<file path="src/rtl/sdct_pkg.sv">
// ----------------------------------------------------------------------------
// sdct_pkg
// Shared types and constants for the sensor duty-cycle timer.
// ----------------------------------------------------------------------------
package sdct_pkg;

   // default tick length in ms
   localparam int TICK_MS_DEFAULT = 10;

   // period / capture limits, seconds
   localparam int SECS_W          = 6;
   localparam int MIN_S           = 5;
   localparam int MAX_S           = 60;
   localparam int MS_PER_S        = 1000;
   localparam int RESET_PERIOD_S  = 10;
   localparam int RESET_CAPTURE_S = 5;

   // result queue depth
   localparam int OUT_DEPTH = 4;

   typedef enum logic [2:0] {
      REQ_TICK    = 3'd0,
      REQ_MODE    = 3'd1,
      REQ_PERIOD  = 3'd2,
      REQ_CAPTURE = 3'd3,
      REQ_STATUS  = 3'd4
   } req_code_type;

   typedef enum logic [1:0] {
      MODE_CONT   = 2'd0,
      MODE_DUTY   = 2'd1,
      MODE_STREAM = 2'd2
   } mode_type;

   // one result word
   typedef struct packed {
      logic        sample_now;
      logic        send_due;
      logic        reply_valid;
      logic [1:0]  mode_now;
      logic [15:0] period_ms_now;
   } rsp_word_type;

endpackage

</file>
<file path="src/rtl/sensor_duty_cycle_timer.sv">
// ----------------------------------------------------------------------------
// sensor_duty_cycle_timer
// Sequences sensor sampling: continuous, periodic capture/idle, or stream mode.
// ----------------------------------------------------------------------------
// Usage:
//   req_* carries one request word (tick, set mode, set period, set capture,
//   status). A word is taken on a rising edge with req_valid high and
//   req_stall low. Every request yields exactly one rsp_* word, in order.
//   rsp_* words leave through a 4-entry queue; the receiver holds rsp_stall
//   high to keep the current word on the port.
//   The result word passes through the input register, then the queue,
//   before it can be taken.
//   Throughput: one word per cycle while req_stall is low; the update is
//   one pass through the window compare and the seconds clamps.
//   req_stall rises only when the queue plus the word in the input register
//   leave no room for another word, i.e. after the receiver has stalled.
//   Reset (synchronous): continuous mode, 10 s period, 5 s capture, phase
//   at the start of capture, queue empty.
//   TICK_MS sets the tick length; window lengths are ceil(ms / TICK_MS).
// ----------------------------------------------------------------------------
module sensor_duty_cycle_timer #(
   parameter int TICK_MS = sdct_pkg::TICK_MS_DEFAULT
) (
   input  logic        clock,
   input  logic        reset,
   input  logic        req_valid,
   output logic        req_stall,
   input  logic [2:0]  req_type,
   input  logic [1:0]  req_args_present,
   input  logic [7:0]  req_mode_value,
   input  logic [15:0] req_seconds,
   output logic        rsp_valid,
   input  logic        rsp_stall,
   output logic        rsp_sample_now,
   output logic        rsp_send_due,
   output logic        rsp_reply_valid,
   output logic [1:0]  rsp_mode_now,
   output logic [15:0] rsp_period_ms_now
);
   import sdct_pkg::*;

   localparam int CNT_W = $clog2(OUT_DEPTH + 1);

   logic              res_valid;
   rsp_word_type      res_word;
   rsp_word_type      head_word;
   logic              fifo_ne;
   logic [CNT_W-1:0]  fifo_cnt;
   logic              pop;

   // accepted word enters only if the queue can still absorb it
   assign req_stall = ((CNT_W+1)'(fifo_cnt) + (CNT_W+1)'(res_valid))
                      >= (CNT_W+1)'(OUT_DEPTH);

   sdct_core #(
      .TICK_MS (TICK_MS)
   ) u_core (
      .clock           (clock),
      .reset           (reset),
      .in_valid        (req_valid && !req_stall),
      .in_type         (req_type),
      .in_args_present (req_args_present),
      .in_mode_value   (req_mode_value),
      .in_seconds      (req_seconds),
      .res_valid       (res_valid),
      .res_word        (res_word)
   );

   assign pop = fifo_ne && !rsp_stall;

   sdct_fifo #(
      .DEPTH (OUT_DEPTH)
   ) u_fifo (
      .clock     (clock),
      .reset     (reset),
      .push      (res_valid),
      .push_word (res_word),
      .pop       (pop),
      .not_empty (fifo_ne),
      .head_word (head_word),
      .count     (fifo_cnt)
   );

   // result port
   assign rsp_valid         = fifo_ne;
   assign rsp_sample_now    = head_word.sample_now;
   assign rsp_send_due      = head_word.send_due;
   assign rsp_reply_valid   = head_word.reply_valid;
   assign rsp_mode_now      = head_word.mode_now;
   assign rsp_period_ms_now = head_word.period_ms_now;

endmodule

</file>
<file path="src/rtl/sdct_core.sv">
// ----------------------------------------------------------------------------
// sdct_core
// Input register, mode/period/phase state and the per-word update logic.
// ----------------------------------------------------------------------------
module sdct_core #(
   parameter int TICK_MS = sdct_pkg::TICK_MS_DEFAULT
) (
   input  logic                  clock,
   input  logic                  reset,
   input  logic                  in_valid,
   input  logic [2:0]            in_type,
   input  logic [1:0]            in_args_present,
   input  logic [7:0]            in_mode_value,
   input  logic [15:0]           in_seconds,
   output logic                  res_valid,
   output sdct_pkg::rsp_word_type res_word
);
   import sdct_pkg::*;

   // window length width: enough for the longest period in ticks
   localparam int MAX_TICKS = (MAX_S * MS_PER_S + TICK_MS - 1) / TICK_MS;
   localparam int LEN_W     = $clog2(MAX_TICKS + 1);
   localparam int TBL_N     = 2 ** SECS_W;

   typedef logic [LEN_W-1:0] len_type;
   typedef logic [SECS_W-1:0] secs_type;

   // seconds -> ticks, ceil(s * 1000 / TICK_MS), elaboration constants
   len_type len_tbl [TBL_N];
   for (genvar i = 0; i < TBL_N; i++) begin : g_len_tbl
      assign len_tbl[i] = LEN_W'((i * MS_PER_S + TICK_MS - 1) / TICK_MS);
   end

   // input register
   logic         in_v_ff;
   logic [2:0]   type_ff;
   logic [1:0]   args_ff;
   logic [7:0]   modev_ff;
   logic [15:0]  secs_ff;

   always_ff @(posedge clock) begin
      if (reset) begin
         in_v_ff <= 1'b0;
      end else begin
         in_v_ff <= in_valid;
      end
   end

   always_ff @(posedge clock) begin
      if (in_valid) begin
         type_ff  <= in_type;
         args_ff  <= in_args_present;
         modev_ff <= in_mode_value;
         secs_ff  <= in_seconds;
      end
   end

   // state
   mode_type  mode_ff, mode_in;
   secs_type  per_s_ff, per_s_in;
   secs_type  cap_s_ff, cap_s_in;
   logic      capturing_ff, capturing_in;
   len_type   phase_ff, phase_in;
   len_type   cap_len_ff;
   len_type   sleep_len_ff;

   logic      sample, send, reply;
   len_type   phase_inc;
   logic [15:0] secs_lo;

   assign phase_inc = phase_ff + len_type'(1);

   // next-state and result flags
   always_comb begin
      mode_in      = mode_ff;
      per_s_in     = per_s_ff;
      cap_s_in     = cap_s_ff;
      capturing_in = capturing_ff;
      phase_in     = phase_ff;
      sample       = 1'b0;
      send         = 1'b0;
      reply        = 1'b0;
      secs_lo      = (secs_ff < 16'(MIN_S)) ? 16'(MIN_S) : secs_ff;

      if (in_v_ff) begin
         unique case (type_ff)
            REQ_TICK: begin
               if (mode_ff == MODE_CONT) begin
                  sample = 1'b1;
               end else if (mode_ff == MODE_DUTY) begin
                  if (capturing_ff) begin
                     sample = 1'b1;
                     if (phase_inc >= cap_len_ff) begin
                        phase_in     = '0;
                        send         = 1'b1;
                        capturing_in = (sleep_len_ff == '0);
                     end else begin
                        phase_in = phase_inc;
                     end
                  end else if (sleep_len_ff == '0) begin
                     capturing_in = 1'b1;
                     phase_in     = '0;
                  end else if (phase_inc >= sleep_len_ff) begin
                     capturing_in = 1'b1;
                     phase_in     = '0;
                  end else begin
                     phase_in = phase_inc;
                  end
               end
            end
            REQ_MODE: begin
               if (args_ff != 2'd0 && modev_ff < 8'd3) begin
                  mode_in = mode_type'(modev_ff[1:0]);
                  if (modev_ff[1:0] == MODE_DUTY) begin
                     capturing_in = 1'b1;
                     phase_in     = '0;
                  end
               end
            end
            REQ_PERIOD: begin
               if (args_ff >= 2'd2) begin
                  per_s_in = (secs_lo > 16'(MAX_S)) ? SECS_W'(MAX_S)
                                                    : SECS_W'(secs_lo);
                  if (cap_s_ff > per_s_in) begin
                     cap_s_in = per_s_in;
                  end
               end
            end
            REQ_CAPTURE: begin
               if (args_ff >= 2'd2) begin
                  cap_s_in = (secs_lo > 16'(per_s_ff)) ? per_s_ff
                                                       : SECS_W'(secs_lo);
               end
            end
            REQ_STATUS: begin
               reply = 1'b1;
            end
            default: begin
            end
         endcase
      end
   end

   // state registers; window lengths follow the stored seconds
   always_ff @(posedge clock) begin
      if (reset) begin
         mode_ff      <= MODE_CONT;
         per_s_ff     <= SECS_W'(RESET_PERIOD_S);
         cap_s_ff     <= SECS_W'(RESET_CAPTURE_S);
         capturing_ff <= 1'b1;
         phase_ff     <= '0;
         cap_len_ff   <= len_tbl[RESET_CAPTURE_S];
         sleep_len_ff <= len_tbl[RESET_PERIOD_S] - len_tbl[RESET_CAPTURE_S];
      end else begin
         mode_ff      <= mode_in;
         per_s_ff     <= per_s_in;
         cap_s_ff     <= cap_s_in;
         capturing_ff <= capturing_in;
         phase_ff     <= phase_in;
         cap_len_ff   <= len_tbl[cap_s_in];
         sleep_len_ff <= len_tbl[per_s_in] - len_tbl[cap_s_in];
      end
   end

   // result word
   assign res_valid              = in_v_ff;
   assign res_word.sample_now    = sample;
   assign res_word.send_due      = send;
   assign res_word.reply_valid   = reply;
   assign res_word.mode_now      = mode_in;
   assign res_word.period_ms_now = 16'(per_s_in) * 16'(MS_PER_S);

endmodule

</file>
<file path="src/rtl/sdct_fifo.sv">
// ----------------------------------------------------------------------------
// sdct_fifo
// Small result queue that decouples the core from receiver stalls.
// ----------------------------------------------------------------------------
module sdct_fifo #(
   parameter int DEPTH = sdct_pkg::OUT_DEPTH
) (
   input  logic                   clock,
   input  logic                   reset,
   input  logic                   push,
   input  sdct_pkg::rsp_word_type push_word,
   input  logic                   pop,
   output logic                   not_empty,
   output sdct_pkg::rsp_word_type head_word,
   output logic [$clog2(DEPTH+1)-1:0] count
);
   import sdct_pkg::*;

   localparam int PTR_W = $clog2(DEPTH);
   localparam int CNT_W = $clog2(DEPTH + 1);

   rsp_word_type            entry_ff [DEPTH];
   logic [PTR_W-1:0]        wr_ptr_ff, rd_ptr_ff;
   logic [CNT_W-1:0]        cnt_ff, cnt_in;

   // wrap pointers at the queue depth
   function automatic logic [PTR_W-1:0] ptr_next(input logic [PTR_W-1:0] p);
      logic [PTR_W-1:0] r;
      begin
         r = (p == PTR_W'(DEPTH - 1)) ? '0 : p + PTR_W'(1);
         return r;
      end
   endfunction

   always_comb begin
      cnt_in = cnt_ff;
      if (push && !pop) begin
         cnt_in = cnt_ff + CNT_W'(1);
      end else if (pop && !push) begin
         cnt_in = cnt_ff - CNT_W'(1);
      end
   end

   // pointers and fill level
   always_ff @(posedge clock) begin
      if (reset) begin
         wr_ptr_ff <= '0;
         rd_ptr_ff <= '0;
         cnt_ff    <= '0;
      end else begin
         if (push) begin
            wr_ptr_ff <= ptr_next(wr_ptr_ff);
         end
         if (pop) begin
            rd_ptr_ff <= ptr_next(rd_ptr_ff);
         end
         cnt_ff <= cnt_in;
      end
   end

   // storage
   always_ff @(posedge clock) begin
      if (push) begin
         entry_ff[wr_ptr_ff] <= push_word;
      end
   end

   assign not_empty = (cnt_ff != '0);
   assign head_word = entry_ff[rd_ptr_ff];
   assign count     = cnt_ff;

endmodule

</file>
<file path="config.mk">
export PLATFORM = sky130hd
export DESIGN_NAME = sensor_duty_cycle_timer
export DESIGN_NICKNAME = d
export VERILOG_FILES = /design/src/rtl/sdct_pkg.sv /design/src/rtl/sensor_duty_cycle_timer.sv /design/src/rtl/sdct_core.sv /design/src/rtl/sdct_fifo.sv
export SDC_FILE = /design/constraint.sdc
export NUM_CORES = 1
export LEC_CHECK = 0
export BUFFER_PORTS_ARGS = -buffer_cell sky130_fd_sc_hd__buf_2
export CORE_UTILIZATION = 45
export DETAILED_ROUTE_END_ITERATION = 10
export GPL_ROUTABILITY_DRIVEN = 0
export RECOVER_POWER = 25
export SLEW_MARGIN = 20
export SYNTH_ARGS = -nofsm -noshare
export SYNTH_HDL_FRONTEND = slang
export SYNTH_SLANG_ARGS = --single-unit
</file>
<file path="constraint.sdc">
create_clock -name clock -period 7.2 [get_ports clock]
set_input_delay 0.36 -clock clock [delete_from_list [all_inputs] [get_ports clock]]
set_output_delay 0.36 -clock clock [all_outputs]
set_load 0.02 [all_outputs]
</file>
==> results.py <==
metrics = {
    "setup_path": {
        "slowest_stage": "nor2_2",
        "worstPathRequired_ps": 7440,
        "path_class": "reg2reg",
        "endpoint_kind": "register",
        "critPathArrivalTime_ps": 6310,
        "critPathMaxStageDelay_ps": 550,
        "worstPathCellList": "nor4_4, nand3_2, or3_1, inv_1, ha_1, nand3_1, o21ai_0, a21oi_1, mux2i_1, o21ai_1, nor2_2, inv_1, ha_1, mux2i_1, o22a_1, mux2i_1, or2_1, ha_1, a21oi_1, o21ai_0, a31oi_1, xor2_1, xnor2_1, nor2_1",
        "crit_path_start_kind": "register",
        "crit_fanout": 14,
    },
    "floorplanning": {
        "die-area_um2": 22000,
        "start_util": 0.459,
        "rows": 53,
        "boundaryPins": 56,
        "core_area_um2": 21000,
        "die_y_um": 148,
        "fp.dieW_um": 148,
    },
    "detailed_routing": {
        "avgViaCountPerCell": 5.49,
        "detail-route-antenna-nets": 0,
        "route.detailed.drc": 0,
        "dr_total_vias": 6831,
        "drt_pass1_iterations": 5,
        "dr.first_iter.drc_count": 475,
        "post_drt_wl_per_cell_um": 17.0,
        "wl_um": 21200,
    },
    "clock_network": {
        "clk_pin_slew_ps": 70,
        "cts_tree": "yes",
        "cts_made_buffers": 17,
        "cts.sinks": 158,
        "cts_setup_buffers": 0,
        "cts_resized": 0,
        "clock_path_buffers": 2,
        "ctsRootBufferMaster": "clkbuf_16",
        "h-tree-depth": 4,
        "clock_latency_ps": 430,
        "hold_buffers": 0,
    },
    "global_routing": {
        "grt.overflow.total": 0,
        "grt_max_degree": 32,
        "grt_pass1_wl_um": 34600,
        "grt.total_usage": 0.204,
        "grt_use_met2": 0.325,
        "antenna_found_initial": 0,
        "met1_usage": 0.279,
        "grt_pass1_vias": 6611,
        "grt.busiest_layer": "met2",
        "grtUsageMet3": 0.0316,
    },
    "synth": {
        "syn-instance-count": 910,
        "synthArstFlopShare": 0,
        "syn_area_per_cell_um2": 10.6,
        "synth_common_cells": "edfxtp_1, ha_1, inv_1",
        "yosysTopAreaCellShare": 0.315,
        "synth_flop_cell": "edfxtp_1",
        "synth_top_area_cell": "edfxtp_1",
        "ys_types": 81,
        "synth_area_um2": 9640,
        "synth_edf_count": 101,
        "ys_ff_latch": 158,
        "synth_sequential_area_ratio": 0.433,
        "yosysWarnings": 0,
        "yosysMostFrequentCell": "edfxtp_1",
        "ys_top_cells_by_area": "edfxtp_1, dfxtp_1, ha_1",
    },
    "timing": {
        "fmax_mhz": 165,
        "hold_violations": 0,
        "drv_slew": 32,
        "layout_worst_path_cycle_share": 0.843,
        "finalSetupViolations": 0,
        "rsz0062_at_grt": "false",
        "layout_setup_ws_ps": 1130,
        "relSlewSlack": -0.183,
        "setup_tns_ps": 0,
        "fin_crit_ps": 6070,
        "fin_skew_ps": 10.2,
        "worst-slew-pin-transition_ps": 1770,
    },
    "layout": {
        "regArea_um2": 4170,
        "syn2layout_area_growth_pct": 11.7,
        "fill_cells": 1889,
        "diodes": 0,
        "final_nets": 1095,
        "multi_input_area_um2": 4960,
        "layout-drive-gt1-share": 0.137,
        "stdcell_area_um2": 10800,
    },
    "run_status": {
        "status": "finished with violations",
        "violations": "max-capacitance violations, max-slew violations",
    },
    "min_path": {
        "hp-class": "in2reg",
    },
    "place": {
        "post_dp_cell_area_um2": 10200,
        "hpwl_um": 15200,
        "io_buffers": 52,
        "dp_slack_ps": 1190,
    },
    "pwr": {
        "p_leak_nw": 4.34,
        "p_per_area_nw_per_um2": 255,
        "ir_drop_mv": 0.155,
    },
    "flow_run": {
        "drv_cap": 1,
    },
}
==> worst paths after layout <==
path                           start                 endpoint  slack [ps]  cells after the start
setup / recovery  u_core.secs_ff[13]  u_core.sleep_len_ff[12]        1130                     24
hold / removal        req_seconds[7]        u_core.secs_ff[7]         100                      1
hold reg to reg   u_core.phase_ff[1]       u_core.phase_ff[1]         490                      2
setup reg to reg  u_core.secs_ff[13]  u_core.sleep_len_ff[12]        1130                     24
==> registers in the layout (all words and copies together), names as in the netlist, 3 cells and up, named ones only <==
| signal | count |
|---|---|
| u_core.phase_ff | 13 |
| u_fifo.count | 3 |
| u_core.type_ff | 3 |
| u_core.secs_ff | 16 |
| u_core.sleep_len_ff | 11 |
| u_core.modev_ff | 8 |
| u_core.cap_s_ff | 6 |
| u_core.cap_len_ff | 8 |
| u_fifo.entry_ff | 72 |
| u_core.per_s_ff | 6 |
==> cell families after synthesis <==
group / Yosys count / share of synthesized area
multiplexers: 33 / 0.0580
AND/OR/NAND/NOR: 231 / 0.123
XOR/XNOR: 33 / 0.0300
adder cells (fa/ha/maj): 105 / 0.148
AO/OA/AOI/OAI: 222 / 0.154
buffers and inverters: 127 / 0.0532
other: 1 / 0.000389
flip-flops: 158 / 0.433
==> metal layers <==
| metal | up-vias | part of all wire |
|---|---|---|
| met5 | - | 0 |
| met4 | 0 | 0.020 |
| met3 | 29 | 0.037 |
| met2 | 172 | 0.47 |
| met1 | 3229 | 0.48 |
| li1 | 3401 | - |
==> through the flow <==
| step | hold WS [ps] | utilization | cells | power [W] |
|---|---|---|---|---|
| after floorplan | 449 | - | 912 | 0.00168 |
| after global placement | 463 | 0.483 | 1213 | 0.00187 |
| after detailed placement | 472 | 0.483 | 1213 | 0.00187 |
| after CTS | 82.1 | 0.513 | 1245 | 0.00278 |
| after global routing | 74.6 | 0.512 | 1245 | 0.00291 |
| final | 99.6 | 0.512 | 1245 | 0.00275 |
==> critical path: cells and delay by family (launching register included) <==
| family | cells | cell delay [ps] |
|---|---|---|
| simple gates | 7 | 2030 |
| buf+inv | 2 | 330 |
| xor+xnor | 2 | 340 |
| mux | 3 | 480 |
| flops | 1 | 410 |
| compound gates | 7 | 1490 |
| fa+ha+maj | 3 | 820 |
==> report_power, final <==
part / total (W) / internal [W] / switching (W)
registers: 0.00115 / 0.00109 / 0.0000630
clock network: 0.000907 / 0.000473 / 0.000434
logic: 0.000692 / 0.000285 / 0.000406
==> layout by cell type (no fill, tap or decap), types with 5 or more instances in the layout <==
master / instances
edfxtp_1: 101
ha_1: 90
inv_1: 88
nand2_1: 61
a21oi_1: 60
dfxtp_1: 57
nor2_1: 56
buf_2: 48
o21ai_0: 40
xnor2_1: 24
nand3_1: 19
mux4_2: 18
a211oi_1: 17
clkbuf_16: 17
fa_1: 15
and2_1: 14
nor3_1: 13
or3_1: 13
mux2i_1: 12
o21a_1: 12
a31oi_1: 11
buf_4: 11
a21o_1: 9
o211ai_1: 9
xor2_1: 9
o31ai_1: 7
nor2b_1: 7
and3_1: 7
clkinv_8: 6
inv_8: 6
or2_2: 5
nand3b_1: 5
==> area by class of cell <==
class | count | share of cell area
Clock buffer | 17 | 0.0395
Clock inverter | 15 | 0.0177
Inverter | 90 | 0.0314
Multi-Input combinational cell | 627 | 0.461
Sequential cell | 158 | 0.388
Tap cell | 275 | 0.0319
Timing Repair Buffer | 63 | 0.0314
No activity file was read; power rests on OpenSTA's default activity.
